File: src/sv/i2c_master_pin_sequencer_macros.svh
// ----------------------------------------------------------------------------
// I2C master pin sequencer assertion macros
// Shared concurrent assertion helpers, removable with ASSERT_OFF.
// ----------------------------------------------------------------------------
`ifndef I2C_MASTER_PIN_SEQUENCER_MACROS_SVH
`define I2C_MASTER_PIN_SEQUENCER_MACROS_SVH

`ifndef ASSERT_OFF
// check that a implies b in the same cycle
`define I2CM_ASSERT_IMPLIES(label, clk, rst_n, a, b) \
  label: assert property (@(posedge clk) disable iff (!rst_n) (a) |-> (b)) \
    else $error("i2cm assertion failed");
// check that a implies b in the next cycle
`define I2CM_ASSERT_NEXT(label, clk, rst_n, a, b) \
  label: assert property (@(posedge clk) disable iff (!rst_n) (a) |=> (b)) \
    else $error("i2cm assertion failed");
`else
`define I2CM_ASSERT_IMPLIES(label, clk, rst_n, a, b)
`define I2CM_ASSERT_NEXT(label, clk, rst_n, a, b)
`endif

`endif

File: src/sv/i2cm_pkg.sv
// ----------------------------------------------------------------------------
// I2C master pin sequencer package
// Types, command codes, register map and reset values.
// ----------------------------------------------------------------------------
package i2cm_pkg;

  localparam logic [2:0] FUNC_START    = 3'd0;
  localparam logic [2:0] FUNC_STOP     = 3'd1;
  localparam logic [2:0] FUNC_WRITE    = 3'd2;
  localparam logic [2:0] FUNC_READ     = 3'd3;
  localparam logic [2:0] FUNC_WAIT_ACK = 3'd4;
  localparam logic [2:0] FUNC_ACK_BIT  = 3'd5;

  localparam int unsigned CFG_AW = 4;
  localparam int unsigned CFG_DW = 32;

  localparam logic [1:0] REG_HALF_PERIOD    = 2'd0;
  localparam logic [1:0] REG_READ_HIGH_HOLD = 2'd1;
  localparam logic [1:0] REG_ACK_POLL_LIMIT = 2'd2;

  localparam logic [15:0] HALF_PERIOD_RST    = 16'd50;
  localparam logic [15:0] READ_HIGH_HOLD_RST = 16'd125;
  localparam logic [7:0]  ACK_POLL_LIMIT_RST = 8'd250;

  localparam logic [3:0] BITS_PER_BYTE = 4'd8;

  typedef enum logic [3:0] {
    PH_IDLE  = 4'd0,
    PH_S1    = 4'd1,
    PH_S2    = 4'd2,
    PH_T1    = 4'd3,
    PH_T2    = 4'd4,
    PH_A1    = 4'd5,
    PH_A2    = 4'd6,
    PH_APOLL = 4'd7,
    PH_WLOW  = 4'd8,
    PH_WHIGH = 4'd9,
    PH_WTAIL = 4'd10,
    PH_RLOW  = 4'd11,
    PH_RHIGH = 4'd12,
    PH_KLOW  = 4'd13,
    PH_KHIGH = 4'd14
  } phase_t;

  typedef struct packed {
    logic [15:0] half_period;
    logic [15:0] read_high_hold;
    logic [7:0]  ack_poll_limit;
  } cfg_t;

  typedef struct packed {
    logic       cmd_valid;
    logic [2:0] func;
    logic [7:0] tx_byte;
    logic       send_ack;
    logic       sda_level;
  } tick_t;

  typedef struct packed {
    logic       scl_level;
    logic       sda_drive_level;
    logic       sda_enable;
    logic       busy;
    logic       done;
    logic [7:0] rx_byte;
    logic       ack_failed;
  } res_t;

endpackage

File: src/sv/i2cm_seq.sv
// ----------------------------------------------------------------------------
// I2C master sequencer core
// Phase state registers and one-tick next-state logic.
// ----------------------------------------------------------------------------
`include "i2c_master_pin_sequencer_macros.svh"

module i2cm_seq (
  input  logic           clk,
  input  logic           rst_n,
  input  logic           step,
  input  i2cm_pkg::tick_t tick,
  input  i2cm_pkg::cfg_t  cfg,
  output i2cm_pkg::res_t  res
);
  import i2cm_pkg::*;

  phase_t      phase_r, phase_nxt;
  logic [3:0]  bit_r, bit_nxt;
  logic [15:0] tick_r, tick_nxt;
  logic [7:0]  poll_r, poll_nxt;
  logic [7:0]  shift_r, shift_nxt;
  logic        ack_choice_r, ack_choice_nxt;
  logic        scl_r, scl_nxt;
  logic        sda_r, sda_nxt;
  logic        oe_r, oe_nxt;
  logic        fail_r, fail_nxt;
  logic [7:0]  rx_r, rx_nxt;
  logic        done;
  logic [16:0] cnt_inc;
  logic        hp_over;
  logic        rh_over;
  logic [3:0]  bit_inc;

  assign cnt_inc = {1'b0, tick_r} + 17'd1;
  assign hp_over = cnt_inc >= {1'b0, cfg.half_period};
  assign rh_over = cnt_inc >= {1'b0, cfg.read_high_hold};
  assign bit_inc = bit_r + 4'd1;

  always_comb begin
    phase_nxt      = phase_r;
    bit_nxt        = bit_r;
    tick_nxt       = tick_r;
    poll_nxt       = poll_r;
    shift_nxt      = shift_r;
    ack_choice_nxt = ack_choice_r;
    scl_nxt        = scl_r;
    sda_nxt        = sda_r;
    oe_nxt         = oe_r;
    fail_nxt       = fail_r;
    rx_nxt         = rx_r;
    done           = 1'b0;
    case (phase_r)
      PH_IDLE: begin
        if (tick.cmd_valid && tick.func <= FUNC_ACK_BIT) begin
          tick_nxt = '0;
          case (tick.func)
            FUNC_START: begin
              oe_nxt    = 1'b1;
              sda_nxt   = 1'b1;
              scl_nxt   = 1'b1;
              phase_nxt = PH_S1;
            end
            FUNC_STOP: begin
              oe_nxt    = 1'b1;
              scl_nxt   = 1'b0;
              sda_nxt   = 1'b0;
              phase_nxt = PH_T1;
            end
            FUNC_WRITE: begin
              oe_nxt    = 1'b1;
              scl_nxt   = 1'b0;
              bit_nxt   = '0;
              sda_nxt   = tick.tx_byte[7];
              shift_nxt = {tick.tx_byte[6:0], 1'b0};
              phase_nxt = PH_WLOW;
            end
            FUNC_READ: begin
              ack_choice_nxt = tick.send_ack;
              oe_nxt         = 1'b0;
              scl_nxt        = 1'b0;
              shift_nxt      = '0;
              bit_nxt        = '0;
              phase_nxt      = PH_RLOW;
            end
            FUNC_WAIT_ACK: begin
              fail_nxt  = 1'b0;
              poll_nxt  = '0;
              oe_nxt    = 1'b1;
              sda_nxt   = 1'b1;
              phase_nxt = PH_A1;
            end
            default: begin
              ack_choice_nxt = tick.send_ack;
              scl_nxt        = 1'b0;
              oe_nxt         = 1'b1;
              sda_nxt        = !tick.send_ack;
              phase_nxt      = PH_KLOW;
            end
          endcase
        end
      end
      PH_S1, PH_S2, PH_T1, PH_T2, PH_A1, PH_A2, PH_WLOW, PH_WHIGH, PH_WTAIL,
      PH_RLOW, PH_KLOW, PH_KHIGH: begin
        if (!hp_over) begin
          tick_nxt = cnt_inc[15:0];
        end else begin
          tick_nxt = '0;
          case (phase_r)
            PH_S1: begin
              sda_nxt   = 1'b0;
              phase_nxt = PH_S2;
            end
            PH_S2: begin
              scl_nxt   = 1'b0;
              phase_nxt = PH_IDLE;
              done      = 1'b1;
            end
            PH_T1: begin
              scl_nxt   = 1'b1;
              phase_nxt = PH_T2;
            end
            PH_T2: begin
              sda_nxt   = 1'b1;
              phase_nxt = PH_IDLE;
              done      = 1'b1;
            end
            PH_A1: begin
              oe_nxt    = 1'b0;
              scl_nxt   = 1'b1;
              phase_nxt = PH_A2;
            end
            PH_A2: begin
              phase_nxt = PH_APOLL;
            end
            PH_WLOW: begin
              scl_nxt   = 1'b1;
              phase_nxt = PH_WHIGH;
            end
            PH_WHIGH: begin
              scl_nxt   = 1'b0;
              phase_nxt = PH_WTAIL;
            end
            PH_WTAIL: begin
              if (bit_inc >= BITS_PER_BYTE) begin
                bit_nxt   = '0;
                phase_nxt = PH_IDLE;
                done      = 1'b1;
              end else begin
                bit_nxt   = bit_inc;
                sda_nxt   = shift_r[7];
                shift_nxt = {shift_r[6:0], 1'b0};
                phase_nxt = PH_WLOW;
              end
            end
            PH_RLOW: begin
              scl_nxt   = 1'b1;
              shift_nxt = {shift_r[6:0], tick.sda_level};
              phase_nxt = PH_RHIGH;
            end
            PH_KLOW: begin
              scl_nxt   = 1'b1;
              phase_nxt = PH_KHIGH;
            end
            default: begin
              scl_nxt   = 1'b0;
              phase_nxt = PH_IDLE;
              done      = 1'b1;
            end
          endcase
        end
      end
      PH_RHIGH: begin
        if (!rh_over) begin
          tick_nxt = cnt_inc[15:0];
        end else begin
          tick_nxt = '0;
          if (bit_inc >= BITS_PER_BYTE) begin
            bit_nxt   = '0;
            rx_nxt    = shift_r;
            scl_nxt   = 1'b0;
            oe_nxt    = 1'b1;
            sda_nxt   = !ack_choice_r;
            phase_nxt = PH_KLOW;
          end else begin
            bit_nxt   = bit_inc;
            scl_nxt   = 1'b0;
            phase_nxt = PH_RLOW;
          end
        end
      end
      PH_APOLL: begin
        if (!tick.sda_level) begin
          scl_nxt   = 1'b0;
          fail_nxt  = 1'b0;
          tick_nxt  = '0;
          phase_nxt = PH_IDLE;
          done      = 1'b1;
        end else if (poll_r >= cfg.ack_poll_limit) begin
          fail_nxt  = 1'b1;
          oe_nxt    = 1'b1;
          scl_nxt   = 1'b0;
          sda_nxt   = 1'b0;
          tick_nxt  = '0;
          phase_nxt = PH_T1;
        end else begin
          poll_nxt = poll_r + 8'd1;
        end
      end
      default: begin
        tick_nxt  = '0;
        phase_nxt = PH_IDLE;
      end
    endcase
  end

  always_comb begin
    res.scl_level       = scl_nxt;
    res.sda_drive_level = sda_nxt;
    res.sda_enable      = oe_nxt;
    res.busy            = phase_nxt != PH_IDLE;
    res.done            = done;
    res.rx_byte         = rx_nxt;
    res.ack_failed      = fail_nxt;
  end

  always_ff @(posedge clk) begin
    if (!rst_n) begin
      phase_r      <= PH_IDLE;
      bit_r        <= '0;
      tick_r       <= '0;
      poll_r       <= '0;
      shift_r      <= '0;
      ack_choice_r <= 1'b0;
      scl_r        <= 1'b1;
      sda_r        <= 1'b1;
      oe_r         <= 1'b1;
      fail_r       <= 1'b0;
      rx_r         <= '0;
    end else if (step) begin
      phase_r      <= phase_nxt;
      bit_r        <= bit_nxt;
      tick_r       <= tick_nxt;
      poll_r       <= poll_nxt;
      shift_r      <= shift_nxt;
      ack_choice_r <= ack_choice_nxt;
      scl_r        <= scl_nxt;
      sda_r        <= sda_nxt;
      oe_r         <= oe_nxt;
      fail_r       <= fail_nxt;
      rx_r         <= rx_nxt;
    end
  end

  `I2CM_ASSERT_IMPLIES(a_bit_range, clk, rst_n, 1'b1, bit_r < BITS_PER_BYTE)
  `I2CM_ASSERT_IMPLIES(a_idle_count_clear, clk, rst_n, phase_r == PH_IDLE, tick_r == '0)
  `I2CM_ASSERT_IMPLIES(a_done_not_busy, clk, rst_n, res.done, !res.busy)

endmodule

File: src/sv/i2cm_obuf.sv
// ----------------------------------------------------------------------------
// I2C master result buffer
// Output register with one skid entry between core and result channel.
// ----------------------------------------------------------------------------
`include "i2c_master_pin_sequencer_macros.svh"

module i2cm_obuf (
  input  logic           clk,
  input  logic           rst_n,
  input  logic           push,
  input  i2cm_pkg::res_t push_res,
  output logic           full,
  output logic           out_valid,
  input  logic           out_stall,
  output i2cm_pkg::res_t out_res
);
  import i2cm_pkg::*;

  logic out_valid_r, out_valid_nxt;
  logic skid_valid_r, skid_valid_nxt;
  res_t out_res_r, out_res_nxt;
  res_t skid_res_r, skid_res_nxt;
  logic take;

  assign take = out_valid_r && !out_stall;

  always_comb begin
    out_valid_nxt  = out_valid_r && !take;
    skid_valid_nxt = skid_valid_r;
    out_res_nxt    = out_res_r;
    skid_res_nxt   = skid_res_r;
    if (skid_valid_r) begin
      if (take) begin
        out_res_nxt    = skid_res_r;
        out_valid_nxt  = 1'b1;
        skid_valid_nxt = 1'b0;
      end
    end else if (push) begin
      if (!out_valid_r || take) begin
        out_res_nxt   = push_res;
        out_valid_nxt = 1'b1;
      end else begin
        skid_res_nxt   = push_res;
        skid_valid_nxt = 1'b1;
      end
    end
  end

  always_ff @(posedge clk) begin
    if (!rst_n) begin
      out_valid_r  <= 1'b0;
      skid_valid_r <= 1'b0;
    end else begin
      out_valid_r  <= out_valid_nxt;
      skid_valid_r <= skid_valid_nxt;
    end
  end

  always_ff @(posedge clk) begin
    out_res_r  <= out_res_nxt;
    skid_res_r <= skid_res_nxt;
  end

  assign full      = skid_valid_r;
  assign out_valid = out_valid_r;
  assign out_res   = out_res_r;

  `I2CM_ASSERT_IMPLIES(a_skid_behind_out, clk, rst_n, skid_valid_r, out_valid_r)
  `I2CM_ASSERT_NEXT(a_skid_fill_on_stall, clk, rst_n, push && out_valid_r && out_stall,
                    skid_valid_r)
  `I2CM_ASSERT_NEXT(a_skid_drains, clk, rst_n, skid_valid_r && !out_stall,
                    !skid_valid_r && out_valid_r)

endmodule

File: src/sv/i2c_master_pin_sequencer.sv
// ----------------------------------------------------------------------------
// I2C master pin sequencer
// Bit-banged I2C master: one input transaction is one bus timing tick.
// The result of a tick is registered in the result buffer before it reaches out_*.
// Throughput: one tick per cycle while in_stall is low; the phase step is a single registered pass.
// A two-entry result buffer lets input continue into its skid entry when out_stall holds the output.
// Reset: synchronous, active low; bus lines high, driving, registers default.
// ----------------------------------------------------------------------------
module i2c_master_pin_sequencer (
  input  logic                          clk,
  input  logic                          rst_n,
  input  logic                          cfg_psel,
  input  logic                          cfg_penable,
  input  logic                          cfg_pwrite,
  input  logic [i2cm_pkg::CFG_AW-1:0]   cfg_paddr,
  input  logic [i2cm_pkg::CFG_DW-1:0]   cfg_pwdata,
  output logic [i2cm_pkg::CFG_DW-1:0]   cfg_prdata,
  output logic                          cfg_pready,
  input  logic                          in_valid,
  output logic                          in_stall,
  input  logic                          in_cmd_valid,
  input  logic [2:0]                    in_func,
  input  logic [7:0]                    in_tx_byte,
  input  logic                          in_send_ack,
  input  logic                          in_sda_level,
  output logic                          out_valid,
  input  logic                          out_stall,
  output logic                          out_scl_level,
  output logic                          out_sda_drive_level,
  output logic                          out_sda_enable,
  output logic                          out_busy_res,
  output logic                          out_done_res,
  output logic [7:0]                    out_rx_byte,
  output logic                          out_ack_failed
);
  import i2cm_pkg::*;

  cfg_t       cfg_r, cfg_nxt;
  logic       cfg_wr;
  logic [1:0] cfg_idx;
  tick_t      tick;
  res_t       step_res;
  res_t       out_res;
  logic       buf_full;
  logic       accept;

  assign cfg_pready = 1'b1;
  assign cfg_idx    = cfg_paddr[CFG_AW-1:2];
  assign cfg_wr     = cfg_psel && cfg_penable && cfg_pwrite;

  always_comb begin
    cfg_nxt = cfg_r;
    if (cfg_wr) begin
      case (cfg_idx)
        REG_HALF_PERIOD:    cfg_nxt.half_period    = cfg_pwdata[15:0];
        REG_READ_HIGH_HOLD: cfg_nxt.read_high_hold = cfg_pwdata[15:0];
        REG_ACK_POLL_LIMIT: cfg_nxt.ack_poll_limit = cfg_pwdata[7:0];
        default:            cfg_nxt                = cfg_r;
      endcase
    end
  end

  always_comb begin
    case (cfg_idx)
      REG_HALF_PERIOD:    cfg_prdata = {16'd0, cfg_r.half_period};
      REG_READ_HIGH_HOLD: cfg_prdata = {16'd0, cfg_r.read_high_hold};
      REG_ACK_POLL_LIMIT: cfg_prdata = {24'd0, cfg_r.ack_poll_limit};
      default:            cfg_prdata = '0;
    endcase
  end

  always_ff @(posedge clk) begin
    if (!rst_n) begin
      cfg_r.half_period    <= HALF_PERIOD_RST;
      cfg_r.read_high_hold <= READ_HIGH_HOLD_RST;
      cfg_r.ack_poll_limit <= ACK_POLL_LIMIT_RST;
    end else begin
      cfg_r <= cfg_nxt;
    end
  end

  assign in_stall = buf_full;
  assign accept   = in_valid && !buf_full;

  always_comb begin
    tick.cmd_valid = in_cmd_valid;
    tick.func      = in_func;
    tick.tx_byte   = in_tx_byte;
    tick.send_ack  = in_send_ack;
    tick.sda_level = in_sda_level;
  end

  i2cm_seq u_seq (
    .clk   (clk),
    .rst_n (rst_n),
    .step  (accept),
    .tick  (tick),
    .cfg   (cfg_r),
    .res   (step_res)
  );

  i2cm_obuf u_obuf (
    .clk       (clk),
    .rst_n     (rst_n),
    .push      (accept),
    .push_res  (step_res),
    .full      (buf_full),
    .out_valid (out_valid),
    .out_stall (out_stall),
    .out_res   (out_res)
  );

  assign out_scl_level       = out_res.scl_level;
  assign out_sda_drive_level = out_res.sda_drive_level;
  assign out_sda_enable      = out_res.sda_enable;
  assign out_busy_res        = out_res.busy;
  assign out_done_res        = out_res.done;
  assign out_rx_byte         = out_res.rx_byte;
  assign out_ack_failed      = out_res.ack_failed;

endmodule

File: config.mk
export PLATFORM = sky130hd
export DESIGN_NAME = i2c_master_pin_sequencer
export DESIGN_NICKNAME = d
export VERILOG_FILES = /design/src/sv/i2cm_pkg.sv /design/src/sv/i2cm_seq.sv /design/src/sv/i2cm_obuf.sv /design/src/sv/i2c_master_pin_sequencer.sv
export VERILOG_INCLUDE_DIRS = /design/src /design/src/sv
export SDC_FILE = /design/constraint.sdc
export NUM_CORES = 1
export LEC_CHECK = 0
export ABC_AREA = 1
export BUFFER_PORTS_ARGS = -buffer_cell sky130_fd_sc_hd__buf_2
export CAP_MARGIN = 0
export CORE_UTILIZATION = 58
export CTS_CLUSTER_SIZE = 14
export DETAILED_ROUTE_END_ITERATION = 10
export PLACE_DENSITY = 0.81
export SYNTH_ARGS = -nofsm -noshare
export SYNTH_HDL_FRONTEND = slang
export SYNTH_SLANG_ARGS = --single-unit
File: constraint.sdc
create_clock -name clk -period 3.8 [get_ports clk]
set_input_delay 0.19 -clock clk [delete_from_list [all_inputs] [get_ports clk]]
set_output_delay 0.19 -clock clk [all_outputs]
set_load 0.02 [all_outputs]
==> flow_summary.ini <==
[run_status]
outcome = finished, final reports clean

[logic_synthesis]
ys_seq_area_frac = 0.367
yosysUniqueCellTypes = 54
syn_area_per_cell_um2 = 7.57
async_reset_ff_frac = 0
synth_flop_cell = dfxtp_1
netlist_area_um2 = 7470
synth_edf_count = 28
ys_ff_latch = 123
synthCells = 986
yosysWarnings = 0

[critical_path]
cp_common_cell = nand2_1
path_delay_family = simple AND/OR/NAND/NOR gates
endpoint_kind = flop
crit_fanout = 6
worstSetupPathType = flop to flop
cp_cell_sequence = nand3_1 > and3b_1 > nand2_1 > nor3_1 > nand3_1 > nor2_2 > xor2_2 > buf_4 > ha_4 > nand4_1 > nor4_2 > nand2_2 > nand4_4 > nand3_1 > nand2_1 > nand2_1 > nor2_1 > nand2_1 > nand2_1 > nand2_1
cp-start-kind = flop
arrival_ns = 3.81
critPathMaxStageDelay_ns = 0.38
cp_slowest_cell = dfxtp_2
cp.buffers_inverters = 1
r2r_start = u_seq.tick_r[0]
reg2reg_depth = 20
timing.rr.end = u_obuf.out_res[10]
reg2reg_setup_slack_ns = 0.17
worstPathRequired_ns = 3.97

[worst_hold_path]
hp-start = cfg_pwdata[5]
hp-class = input port to flop
hold_end = cfg_r[29]
holdPathStages = 3

[timing]
finalMaxSlewViolations = 0
fin_crit_sh = 0.957
maxSlewHeadroom = 0.235
finalSetupViolCount = 0
hold_violations = 0
max_freq_mhz = 275
finalSetupTns_ns = 0
fin_skew_ns = 0.00886
fin_crit_ns = 3.63
worstMarginPinSlew_ns = 1.15
whs_ns = 0.0383

[layout]
diodes = 0
drive_gt1_frac = 0.189
syn_to_final_growth_pct = 15.5
fillers = 1038
layout_commonest_cell = nand2_1
ff_latch_area_um2 = 2740
layout_common_cells = nand2_1 (166), inv_1 (136), a21oi_1 (105), dfxtp_1 (94), o21ai_0 (74)
num-nets-final = 1159
multiInputGateArea_um2 = 3990

[clock_network]
clkTransAtPathRegs_ns = 0.06
cts_root_buf = clkbuf_16
clk_latency_ns = 0.42
htreeDepth = 4
cts_made_buffers = 17
postCtsHoldBufs = 0
cts_sinks = 123
cts.path.max_buffers = 2
tritoncts = done

[floorplan]
die_y_um = 115
ioPinCount = 106
dieArea_um2 = 13300
die_x_um = 115
initial_utilization = 0.594
rows = 41
core-area_um2 = 12600

[power]
power.internal_uw = 2670
pwr-share-comb = 0.143
p_leak_uw = 0.00409
sw_frac_of_total = 0.276
vdd_drop_max_mv = 0.273
switchingPower_uw = 1020
pwr-share-seq = 0.390
p_clk_frac = 0.467
power.density_nw_per_um2 = 427

[detailed_routing]
avgRoutedWirePerCell_um = 14.5
drtAntennaViolNets = 0
firstDrtPassIters = 6
drc_errors = 0
num_vias = 6914
drt_iter0_markers = 511
viasPerCell = 5.56
finalWirelength_um = 18000

[global_route]
overflow = 0
grt_pass1_wl_um = 29600
grt_pass1_vias = 6241
grt_max_degree = 43
antenna_found_initial = 0
gr-usage-all-layers = 0.284

[placement]
place_hpwl_um = 13100
place.gp.congestion = 0.920
portBuffers = 70

[flow_run]
max_cap_violations = 0
==> worst register-to-register path: cells and delay by family (launching register included) <==
family	cells	cell delay, ns
xor gates and xnor gates	1	0.11
adders and majority gates	1	0.28
buffers and inverters	1	0.16
DFF	1	0.38
and+or+nand+nor	17	2.46
==> per-layer routing <==
layer | GRT usage | up-vias | wire [µm]
met1 | 0.376 | 3187 | 7940
met3 | 0.0533 | 42 | 1140
li1 | - | 3424 | -
met4 | 0.102 | 0 | 417
met5 | 0 | - | 0
met2 | 0.464 | 261 | 8540
==> layout make-up <==
class                   instances  share of cell area
multi-input cells             682               0.463
flip-flops and latches        123               0.318
inverters                     150              0.0653
repair buffers                 85              0.0566
clock buffers                  18              0.0498
well taps                     172              0.0250
clock inverters                14              0.0225
==> synthesized netlist by cell type (5+ instances only) <==
library cell / n / share of area
ha_1: 43 / 0.072
inv_1: 136 / 0.068
nor2_1: 61 / 0.031
edfxtp_1: 28 / 0.11
nor2_2: 8 / 0.0067
o21ai_2: 12 / 0.014
a21oi_1: 105 / 0.070
xor2_1: 10 / 0.012
nor3_1: 8 / 0.0054
o21ai_0: 74 / 0.050
clkbuf_1: 21 / 0.011
nand4_1: 22 / 0.018
o21ai_1: 9 / 0.0060
buf_4: 17 / 0.017
nand3_1: 44 / 0.029
o211ai_1: 18 / 0.018
o22ai_1: 9 / 0.0075
nand2_1: 167 / 0.084
o221ai_1: 7 / 0.0082
nand2_4: 5 / 0.0075
dfxtp_1: 95 / 0.25
inv_2: 14 / 0.0070
nand2_2: 17 / 0.014
==> worst max path at each step <==
stage / from / endpoint / slack (ns) / depth (start not counted)
final: u_seq.tick_r[0] / u_obuf.out_res[10] / 0.17 / 20
after global routing: u_seq.tick_r[1] / u_obuf.out_res[10] / -0.04 / 20
after CTS: u_seq.tick_r[0] / u_obuf.out_res[10] / 0.14 / 19
after detailed placement: u_seq.tick_r[0] / u_obuf.out_res[10] / 0.16 / 19
after global placement: u_seq.tick_r[0] / u_obuf.out_res[10] / 0.18 / 19
after floorplan: u_seq.tick_r[2] / u_obuf.out_res[8] / 0.74 / 18
==> per-stage QoR <==
stage | util | cells | power [µW] | instance area, µm² | worst slack, ns
floorplan | - | 1001 | 1850 | 7520 | 0.740
global placement | 0.627 | 1205 | 1960 | 7880 | 0.184
detailed placement | 0.627 | 1205 | 1970 | 7880 | 0.162
CTS | 0.677 | 1237 | 3670 | 8500 | 0.138
global route | 0.686 | 1244 | 3810 | 8620 | -0.0435
finish | 0.686 | 1244 | 3690 | 8620 | 0.165
==> power groups by stage <==
stage               sequential (µW)  clock (µW)  combinational, µW
detailed placement             1460           0                505
global route                   1450        1780                586
global placement               1460           0                497
floorplan                      1480           0                367
finish                         1440        1720                529
CTS                            1440        1720                511
==> kinds of logic (layout without fill, tap and decap cells) <==
group | Yosys count | count (layout) | share of synthesized area
XOR/XNOR | 13 | 13 | 0.0163
adder cells (fa/ha/maj) | 43 | 43 | 0.0720
other | 2 | 17 | 0.00101
buffers and inverters | 196 | 267 | 0.113
AO/OA/AOI/OAI | 248 | 248 | 0.190
flip-flops | 123 | 123 | 0.367
AND/OR/NAND/NOR | 361 | 361 | 0.240
==> sequential cells by signal (all words and copies together), names as in the netlist, 4 cells and up <==
| name | cells |
|---|---|
| u_obuf.skid_res_r | 14 |
| u_seq.shift_r | 8 |
| u_obuf.out_res | 14 |
| u_seq.tick_r | 16 |
| u_seq.phase_r | 4 |
| u_seq.poll_r | 8 |
| u_seq.bit_r | 4 |
| u_seq.rx_r | 8 |
| cfg_r | 40 |
==> what timing repair did <==
item | 4_1_cts | 5_1_grt
setup endpoints to repair | 0 | 7
buffers inserted | 0 | 7
resized for setup | 0 | 10
Note: power is estimated with default switching activity, not from simulation.
